==> config.mk <==
export PLATFORM = sky130hd
export DESIGN_NAME = vm_resource_admission
export DESIGN_NICKNAME = d
export VERILOG_FILES = /design/src/hw/rtl/vra_pkg.sv /design/src/hw/rtl/vm_resource_admission.sv /design/src/hw/rtl/vra_ram.sv
export SDC_FILE = /design/constraint.sdc
export NUM_CORES = 1
export LEC_CHECK = 0
export BUFFER_PORTS_ARGS = -buffer_cell sky130_fd_sc_hd__buf_2
export CAP_MARGIN = 40
export CORE_MARGIN = 1.5
export CORE_UTILIZATION = 60
export CTS_BUF_LIST = sky130_fd_sc_hd__clkbuf_4
export DETAILED_ROUTE_END_ITERATION = 10
export PLACE_DENSITY = 0.87
export SYNTH_ARGS = -nofsm -noshare
export SYNTH_HDL_FRONTEND = slang
export SYNTH_SLANG_ARGS = --single-unit
==> constraint.sdc <==
create_clock -name clk -period 18.6 [get_ports clk]
set_input_delay 1.86 -clock clk [delete_from_list [all_inputs] [get_ports clk]]
set_output_delay 1.86 -clock clk [all_outputs]
set_load 0.005 [all_outputs]
==> src/hw/rtl/vra_pkg.sv <==
package vra_pkg;

  localparam int CPU_W   = 12;
  localparam int MEM_W   = 20;
  localparam int INDEX_W = 8;
  localparam int CFG_W   = 20;
  localparam int CFG_IDX_W = 1;

  localparam logic CMD_CREATE = 1'b0;
  localparam logic CMD_START  = 1'b1;

  localparam logic [CFG_IDX_W-1:0] REG_CPU_CAPACITY    = 1'd0;
  localparam logic [CFG_IDX_W-1:0] REG_MEMORY_CAPACITY = 1'd1;

  typedef struct packed {
    logic               cmd;
    logic [CPU_W-1:0]   cpu_demand;
    logic [MEM_W-1:0]   memory_demand;
    logic [INDEX_W-1:0] guest_index;
  } req_t;

  typedef struct packed {
    logic               accepted;
    logic [INDEX_W-1:0] result_index;
  } rsp_t;

  // One table entry as stored in the entry RAM.
  typedef struct packed {
    logic             running;
    logic [CPU_W-1:0] cpus;
    logic [MEM_W-1:0] memory;
  } entry_t;

  localparam int ENTRY_W = $bits(entry_t);

endpackage

==> src/hw/rtl/vm_resource_admission.sv <==
// Channel | Handshake           | Payload          | Direction
// req     | req_valid/req_stall | vra_pkg::req_t   | in
// rsp     | rsp_valid/rsp_stall | vra_pkg::rsp_t   | out
// cfg     | cfg_we              | cfg_index/data   | in
//
// One item per cycle while the response side does not stall. An accepted item sits
// in the request register while the entry RAM read completes; its result is then
// loaded into the response register once that register is free to take it.
// Reset clears capacities, the entry count and the running totals; the entry
// table itself is not cleared, since only entries below the count are read.
// A stalled response holds the request register; req_stall rises only then.
module vm_resource_admission #(
  parameter int MAX_GUESTS = 16
) (
  input  logic                              clk,
  input  logic                              rst,
  input  logic                              req_valid,
  output logic                              req_stall,
  input  vra_pkg::req_t                     req_item,
  output logic                              rsp_valid,
  input  logic                              rsp_stall,
  output vra_pkg::rsp_t                     rsp_item,
  input  logic                              cfg_we,
  input  logic [vra_pkg::CFG_IDX_W-1:0]     cfg_index,
  input  logic [vra_pkg::CFG_W-1:0]         cfg_data
);

  localparam int AW = (MAX_GUESTS > 1) ? $clog2(MAX_GUESTS) : 1;
  localparam int CW = $clog2(MAX_GUESTS + 1);
  localparam int CPU_W = vra_pkg::CPU_W;
  localparam int MEM_W = vra_pkg::MEM_W;

  // request stage
  logic          s1_valid;
  vra_pkg::req_t s1_item;
  logic          s1_adv;
  logic          req_acc;

  // state
  logic [CW-1:0]    entry_count;
  logic [CPU_W-1:0] cpus_in_use;
  logic [MEM_W-1:0] memory_in_use;
  logic [CPU_W-1:0] cpu_cap;
  logic [MEM_W-1:0] mem_cap;

  // bypass of a write that lands in the same edge as the read
  logic            fwd_hit;
  vra_pkg::entry_t fwd_data;

  // RAM
  logic                          wr_en;
  logic [AW-1:0]                 wr_addr;
  vra_pkg::entry_t               wr_data;
  logic [vra_pkg::ENTRY_W-1:0]   ram_rdata;
  vra_pkg::entry_t               ent;

  // decision
  logic          is_create;
  logic          create_ok;
  logic          idx_valid;
  logic          start_ok;
  logic [CPU_W:0] cpu_sum;
  logic [MEM_W:0] mem_sum;
  vra_pkg::rsp_t rsp_next;

  assign s1_adv    = s1_valid && (!rsp_valid || !rsp_stall);
  assign req_stall = s1_valid && !s1_adv;
  assign req_acc   = req_valid && !req_stall;

  assign ent = fwd_hit ? fwd_data : vra_pkg::entry_t'(ram_rdata);

  always_comb begin
    is_create = (s1_item.cmd == vra_pkg::CMD_CREATE);
    create_ok = (entry_count < CW'(MAX_GUESTS)) && (s1_item.cpu_demand != '0)
                && (s1_item.memory_demand != '0);
    idx_valid = (9'(s1_item.guest_index) < 9'(entry_count));
    cpu_sum   = {1'b0, cpus_in_use} + {1'b0, ent.cpus};
    mem_sum   = {1'b0, memory_in_use} + {1'b0, ent.memory};
    start_ok  = idx_valid && !ent.running && (cpu_sum <= {1'b0, cpu_cap})
                && (mem_sum <= {1'b0, mem_cap});

    wr_en   = s1_adv && (is_create ? create_ok : start_ok);
    wr_addr = is_create ? entry_count[AW-1:0] : s1_item.guest_index[AW-1:0];
    if (is_create) begin
      wr_data.running = 1'b0;
      wr_data.cpus    = s1_item.cpu_demand;
      wr_data.memory  = s1_item.memory_demand;
    end else begin
      wr_data.running = 1'b1;
      wr_data.cpus    = ent.cpus;
      wr_data.memory  = ent.memory;
    end

    if (is_create) begin
      rsp_next.accepted     = create_ok;
      rsp_next.result_index = create_ok ? 8'(entry_count) : '0;
    end else begin
      rsp_next.accepted     = start_ok;
      rsp_next.result_index = s1_item.guest_index;
    end
  end

  vra_ram #(
    .WIDTH (vra_pkg::ENTRY_W),
    .DEPTH (MAX_GUESTS)
  ) u_ram (
    .clk   (clk),
    .we    (wr_en),
    .waddr (wr_addr),
    .wdata (wr_data),
    .re    (req_acc),
    .raddr (req_item.guest_index[AW-1:0]),
    .rdata (ram_rdata)
  );

  always_ff @(posedge clk) begin
    if (rst) begin
      s1_valid      <= 1'b0;
      rsp_valid     <= 1'b0;
      entry_count   <= '0;
      cpus_in_use   <= '0;
      memory_in_use <= '0;
      cpu_cap       <= '0;
      mem_cap       <= '0;
      fwd_hit       <= 1'b0;
    end else begin
      if (req_acc) begin
        s1_valid <= 1'b1;
        fwd_hit  <= wr_en && (wr_addr == req_item.guest_index[AW-1:0]);
      end else if (s1_adv) begin
        s1_valid <= 1'b0;
      end

      if (s1_adv) begin
        rsp_valid <= 1'b1;
      end else if (!rsp_stall) begin
        rsp_valid <= 1'b0;
      end

      if (wr_en && is_create) begin
        entry_count <= entry_count + CW'(1);
      end
      if (wr_en && !is_create) begin
        cpus_in_use   <= cpu_sum[CPU_W-1:0];
        memory_in_use <= mem_sum[MEM_W-1:0];
      end

      if (cfg_we) begin
        case (cfg_index)
          vra_pkg::REG_CPU_CAPACITY:    cpu_cap <= cfg_data[CPU_W-1:0];
          vra_pkg::REG_MEMORY_CAPACITY: mem_cap <= cfg_data[MEM_W-1:0];
          default: ;
        endcase
      end
    end
  end

  // payload registers
  always_ff @(posedge clk) begin
    if (req_acc) begin
      s1_item  <= req_item;
      fwd_data <= wr_data;
    end
    if (s1_adv) begin
      rsp_item <= rsp_next;
    end
  end

endmodule

==> src/hw/rtl/vra_ram.sv <==
module vra_ram #(
  parameter int WIDTH = 33,
  parameter int DEPTH = 16,
  localparam int AW = (DEPTH > 1) ? $clog2(DEPTH) : 1
) (
  input  logic             clk,
  input  logic             we,
  input  logic [AW-1:0]    waddr,
  input  logic [WIDTH-1:0] wdata,
  input  logic             re,
  input  logic [AW-1:0]    raddr,
  output logic [WIDTH-1:0] rdata
);

  logic [WIDTH-1:0] mem [DEPTH];

  always_ff @(posedge clk) begin
    if (we) begin
      mem[waddr] <= wdata;
    end
    if (re) begin
      rdata <= mem[raddr];
    end
  end

endmodule

==> results.py, run 1 <==
metrics = {
    "outcome": {
        "status": "complete, no violations",
    },
    "logic_synthesis": {
        "synthCells": 1601,
        "synth_edf_count": 644,
        "synth.area.top_cells": "edfxtp_1, mux4_2, dfxtp_1",
        "synthArstFlopShare_pct": 0,
        "synth.net_count": 1739,
        "synth_area_leader_cell": "edfxtp_1",
        "yosys_warnings": 0,
        "synth_top_area_share_pct": 65.8,
        "syn_area_sq_um": 29400,
        "ys_seq_area_share_pct": 70.8,
        "ys_types": 64,
        "synth-seq-cells": 716,
        "syn-mean-instance-area_sq_um": 18.3,
        "synth_top_flop_cell": "edfxtp_1",
    },
    "timing": {
        "worst_pin_slew_ns": 0.868,
        "drv_slew": 0,
        "fin_skew_ns": 0.0758,
        "rsz0062_at_grt": "no",
        "hold_ws_ns": 0.461,
        "finalCritPeriodShare_pct": 37.9,
        "tns_ns": 0,
        "relSlewSlack_pct": 41.3,
        "max_clock_freq_ghz": 0.142,
        "hold_viol_final": 0,
        "finalSetupViolations": 0,
        "final.min_clock_period_ns": 7.04,
    },
    "worst_setup_path": {
        "start_kind": "flip-flop",
        "path_cells": "buf_4 -> mux2i_1 -> inv_1 -> ha_1 -> a211oi_1 -> o21ai_0 -> o31ai_1 -> o211ai_1 -> a41oi_1 -> o21ai_0 -> xor2_1 -> ha_1 -> nand3_1 -> nor4_1 -> nand2_1 -> a2bb2oi_1 -> o311ai_4 -> o41ai_4 -> nand2_4 -> nor3_4 -> buf_4",
        "worstPathMaxFanout": 34,
        "setup.worst_path.end_class": "flip-flop",
        "critPathKind": "flip-flop to flip-flop",
        "crit_arrival_ns": 7.72,
        "crit_required_ns": 19.28,
        "cpPeakStageDelay_ns": 0.80,
        "critPathSlowestCell": "nor3_4",
    },
    "route": {
        "wl_um": 65300,
        "drcViolationCount": 0,
        "vias": 16100,
        "drt_iter0_drc": 1852,
        "viasPerCell": 6.26,
        "drtPass1Iterations": 5,
        "routedWlPerCell_um": 25.4,
        "postRouteAntennaNets": 0,
    },
    "placement": {
        "place_area_sq_um": 30700,
        "finalWeightedCongestion": 0.886,
        "port_buffers": 77,
        "dp.cells": 2260,
        "hpwl_um": 42800,
    },
    "global_routing": {
        "grt_pass1_wl_um": 98100,
        "track_usage_pct": 26.8,
        "antenna_found_initial": 2,
        "overflow": 0,
        "grt_pass1_vias": 16500,
        "grt_max_degree": 75,
    },
    "cts": {
        "cts-hold-fix-buffers": 0,
        "clkTransAtPathRegs_ns": 0.07,
        "cts_setup_buffers": 0,
        "cts_root_buf": "clkbuf_4",
        "htree_levels": 4,
        "cts.path.max_buffers": 3,
        "cts_tree": "yes",
        "cts.sinks": 716,
        "insertion_delay_ns": 1.03,
        "cts_resized": 0,
        "cts_buffers": 176,
    },
    "layout": {
        "n_fill_cell": 3004,
        "fin_area_sq_um": 32900,
        "syn2layout_area_growth_pct": 11.9,
        "layout-drive-gt1-share_pct": 32.8,
        "regArea_sq_um": 20800,
        "multi_input_area_sq_um": 8180,
        "fin_cells": 2572,
        "nNetsFinal": 1961,
    },
    "die": {
        "pin_count": 78,
        "dieWidth_um": 224,
        "start_util_pct": 61.1,
        "fp-row-count": 80,
        "fp.coreArea_sq_um": 48000,
        "dieHeight_um": 224,
        "fp.dieArea_sq_um": 50300,
    },
    "flow_run": {
        "drv_cap": 0,
    },
    "pwr": {
        "p_leak_nw": 11.1,
        "vdd_ir_drop_max_mv": 0.0641,
        "power_mw": 3.29,
        "power_density_nw_per_um2": 100,
    },
    "worst_hold_path": {
        "hold_path_class": "flip-flop to flip-flop",
    },
}
==> sequential cells by signal (all words and copies together), names as in the netlist <==
name,flops
u_ram.mem,528
s1_item,41
fwd_data,33
u_ram.rdata,33
mem_cap,20
memory_in_use,20
cpu_cap,12
cpus_in_use,12
rsp_item,9
entry_count,5
fwd_hit,1
rsp_valid,1
s1_valid,1
==> worst paths after layout <==
path                     from  cells after the start  slack [ns]         endpoint
setup / recovery      fwd_hit                     21       11.56  u_ram.mem[5][2]
hold / removal    mem_cap[19]                      2        0.46      mem_cap[19]
setup reg to reg      fwd_hit                     21       11.56  u_ram.mem[5][2]
hold reg to reg   mem_cap[19]                      2        0.46      mem_cap[19]
==> layer usage <==
layer / GRT usage, % / part of all wire [%] / vias up
met5: 0 / 0 / -
met4: 8.25 / 1.9 / 0
met3: 7.77 / 12 / 101
met2: 40.5 / 47 / 986
met1: 38.4 / 39 / 8062
li1: - / - / 6962
==> through the flow <==
step                worst slack [ns]  util, %
global route                   10.95     68.4
finish                         11.56     68.4
detailed placement             11.73     63.9
floorplan                      11.01        -
CTS                            11.70     68.4
global placement               11.58     63.6
==> synthesized netlist by cell type, types with 21 or more instances <==
master,instances
edfxtp_1,644
mux2_2,60
nor3_1,21
dfxtp_1,72
a21oi_1,71
ha_1,69
clkbuf_1,46
inv_1,57
mux2i_1,33
nor2_1,57
nand2_1,86
mux4_2,165
==> critical path, delay by kind of cell, from the launching register on <==
family | cells | cell delay [ns]
flip-flops | 1 | 0.31
buffers and inverters | 3 | 0.93
XOR/XNOR | 1 | 0.19
adder cells (fa/ha/maj) | 2 | 0.60
AO/OA/AOI/OAI | 9 | 2.76
multiplexers | 1 | 0.38
AND/OR/NAND/NOR | 5 | 1.47
==> cells in the final DEF, fill, tap and decap left out, types with 33 or more instances in the layout <==
cell	n
inv_1	56
dfxtp_1	71
mux2_2	60
ha_1	69
clkinv_1	36
nor2_1	57
mux2i_1	33
edfxtp_1	644
clkbuf_4	258
nand2_1	86
a21oi_1	71
buf_2	75
mux4_2	165
==> logic make-up after synthesis <==
family          synth area share [%]
xor+xnor                       0.865
flops                           70.8
buf+inv                         1.71
compound gates                  3.66
mux                             16.1
simple gates                    3.86
fa+ha+maj                       3.08
==> report_power, final <==
group	total, mW	internal (mW)	switching, mW
logic	0.222	0.0833	0.139
registers	1.81	1.80	0.0129
clock network	1.25	0.636	0.617
total	3.29	2.52	0.768
==> final cells by class <==
type	instances	share of cell area (%)
Timing Repair Buffer	113	2.27
Inverter	57	0.659
Clock buffer	258	5.89
Sequential cell	716	63.2
Clock inverter	49	0.678
Tap cell	615	2.34
Multi-Input combinational cell	759	24.9
Antenna cell	5	0.0381
Power figures use the tool's default switching activity.
==> run 2, diff against run 1 <==
Settings changed: CORE_UTILIZATION 60 to 58, PLACE_DENSITY 0.87 to 0.88.
Clock period 18.6 ns to 5.7 ns, I/O delays scaled along.
==> run 2 against run 1 <==
  * Maximum frequency increased by 29%
  * Final area is 3.4% higher
  * Critical path type unchanged
  * Sequential share of layout area shrank 2.1 points
  * Sequential power rose to 3.3 times the previous value
  * The flow now finishes with violations (DRC)
  * Hold slack worse by 0.31 ns
  * Clock skew hardly changed
  * Critical endpoint is now u_ram.mem[12][25]
  * Routed wire length rose by 10%
  * Via count rose by 4.7%
  * Final cell count is 4.5% higher
==> results.py, run 2 (synthesis gave the netlist of run 1 again) <==
metrics = {
    "outcome": {
        "status": "finished, violations left",
        "violations": "DRC",
    },
    "timing": {
        "hold_viol_final": 0,
        "worst_pin_slew_ns": 1.01,
        "finalCritPeriodShare_pct": 95.6,
        "fin_skew_ns": 0.0754,
        "timing.final.ws_setup_ns": 0.251,
        "relSlewSlack_pct": 32.7,
        "final.min_clock_period_ns": 5.45,
        "finalSetupViolations": 0,
        "rsz0062_at_grt": "yes",
        "drv_slew": 0,
        "max_clock_freq_ghz": 0.184,
    },
    "route": {
        "wl_um": 71900,
        "routedWlPerCell_um": 26.8,
        "vias": 16900,
        "drt_iter0_drc": 2072,
        "drcViolationCount": 1,
        "viasPerCell": 6.28,
        "postRouteAntennaNets": 0,
        "drtPass1Iterations": 8,
    },
    "pwr": {
        "p_sw_share_pct": 23.7,
        "power_mw": 10.9,
        "total_switching_power_mw": 2.60,
        "cellInternalPower_mw": 8.34,
        "vdd_ir_drop_max_mv": 0.210,
        "p_leak_nw": 11.6,
        "pwr-share-seq_pct": 54.1,
        "share_comb_of_total_power_pct": 7.2,
        "p_clk_share_pct": 38.7,
        "power_density_nw_per_um2": 322,
    },
    "cts": {
        "htree_levels": 4,
        "insertion_delay_ns": 0.93,
        "cts.path.max_buffers": 3,
        "clkTransAtPathRegs_ns": 0.08,
        "cts.sinks": 716,
        "cts_root_buf": "clkbuf_4",
        "cts_tree": "yes",
        "cts_buffers": 170,
    },
    "placement": {
        "pre_cts_ws_ns": -0.0293,
        "hpwl_um": 43000,
        "dp.cells": 2322,
        "finalWeightedCongestion": 0.962,
        "port_buffers": 77,
        "place_area_sq_um": 31100,
    },
    "worst_setup_path": {
        "crit_required_ns": 6.27,
        "start_kind": "flip-flop",
        "worstPathMaxFanout": 17,
        "path_cells": "mux2_2 -> ha_1 -> inv_1 -> fa_1 -> nor2b_4 -> o31ai_4 -> a31oi_4 -> a221oi_4 -> o21ai_1 -> xor2_1 -> ha_1 -> a21o_1 -> a21oi_1 -> o21ai_0 -> a211oi_1 -> a21oi_2 -> o41ai_4 -> buf_4 -> nand2_8 -> nor3_4 -> buf_4 -> buf_12",
        "critPathSlowestCell": "dfxtp_4",
        "critPathKind": "flip-flop to flip-flop",
        "cpPeakStageDelay_ns": 0.47,
        "crit_arrival_ns": 6.02,
        "setup.worst_path.end_class": "flip-flop",
    },
    "layout": {
        "final_cell_mix": "edfxtp_1, clkbuf_4, mux4_2, nand2_1, buf_2",
        "fin_area_sq_um": 34000,
        "n_fill_cell": 3037,
        "reg_top3": "u_ram.mem: 528 flops, s1_item: 41 flops",
        "layout-drive-gt1-share_pct": 32.1,
        "largest_reg_flops": 528,
        "mostFrequentLayoutCell": "edfxtp_1",
        "nNetsFinal": 2027,
        "largest-register": "u_ram.mem",
        "syn2layout_area_growth_pct": 15.7,
        "fin_cells": 2687,
    },
    "die": {
        "dieHeight_um": 228,
        "fp.coreArea_sq_um": 50100,
        "start_util_pct": 58.7,
        "fp.dieArea_sq_um": 52000,
        "pin_count": 78,
        "dieWidth_um": 228,
        "fp-row-count": 82,
    },
    "global_routing": {
        "grt_pass1_vias": 17200,
        "antenna_found_initial": 1,
        "track_usage_pct": 26.7,
        "overflow": 0,
        "grt_max_degree": 75,
        "grt_pass1_wl_um": 103000,
    },
    "worst_hold_path": {
        "hold_path_class": "primary input to flip-flop",
    },
    "flow_run": {
        "drv_cap": 0,
    },
}
[run 2: cell types whose count changed in the layout (fill, tap and decap cells not counted), moves of 4 or more]
| cell | delta |
|---|---|
| buf_12 | +12 |
| buf_4 | -5 |
| bufinv_16 | +6 |
| clkbuf_4 | -25 |
| clkinv_1 | +4 |
| clkinv_2 | +7 |
| diode_2 | -4 |
| dlygate4sd3_1 | +59 |
| nor3_2 | -15 |
| nor3_4 | +15 |
[run 2: final cells by class]
cell class / instances / area (sq um) / area share (%)
antenna: 1 / 2.50 / 0.00737
clock buffer: 233 / 1750 / 5.15
clock inverter: 64 / 427 / 1.26
inverter: 57 / 216 / 0.637
multi-input combinational: 759 / 8320 / 24.5
sequential: 716 / 20800 / 61.2
tap: 672 / 841 / 2.48
timing repair buffer: 185 / 1630 / 4.80
[run 2: power groups by stage]
stage	combinational, mW	sequential [mW]	clock [mW]
after global routing	0.835	5.92	4.56
after global placement	0.665	6.02	0
final	0.787	5.91	4.24
after floorplan	0.479	6.00	0
after CTS	0.760	5.91	4.25
after detailed placement	0.722	6.02	0
[run 2: critical path: cells and delay by family (launching register included)]
family / cells / cell delay, ns
xor+xnor: 1 / 0.22
compound gates: 10 / 2.14
buf+inv: 4 / 0.62
simple gates: 3 / 0.51
fa+ha+maj: 3 / 0.76
flops: 1 / 0.47
mux: 1 / 0.38
[run 2: timing repair]
item	in CTS	in global routing
endpoints found under the hold margin	71	0
endpoints found under the setup margin	201	533
buffers inserted	0	5
cloned	0	2
hold buffers	59	0
pin swaps	0	4
resized for setup	6	6
[run 2: per-layer routing]
metal	track usage, %	up-vias	share of wire, %
met4	9.60	0	2.8
met1	37.6	8365	38
li1	-	7104	-
met2	41.6	1229	49
met3	5.83	176	11
met5	0	-	0
[run 2: stage by stage]
stage	util [%]	hold slack (ns)	setup TNS [ns]
final	67.8	0.151	0
after floorplan	-	0.436	0
after global routing	67.8	0.153	-9.52
after global placement	61.9	0.445	0
after detailed placement	62.0	0.450	-1.82
after CTS	67.6	0.0727	0
[run 2: worst paths after layout]
kind                                          end  slack (ns)  depth (start not counted)       start
worst min-delay path                   cpu_cap[9]        0.15                          4   cfg_index
worst max-delay path            u_ram.mem[12][25]        0.25                         22     fwd_hit
worst max register to register  u_ram.mem[12][25]        0.25                         22     fwd_hit
worst min register to register         cpu_cap[8]        0.47                          2  cpu_cap[8]
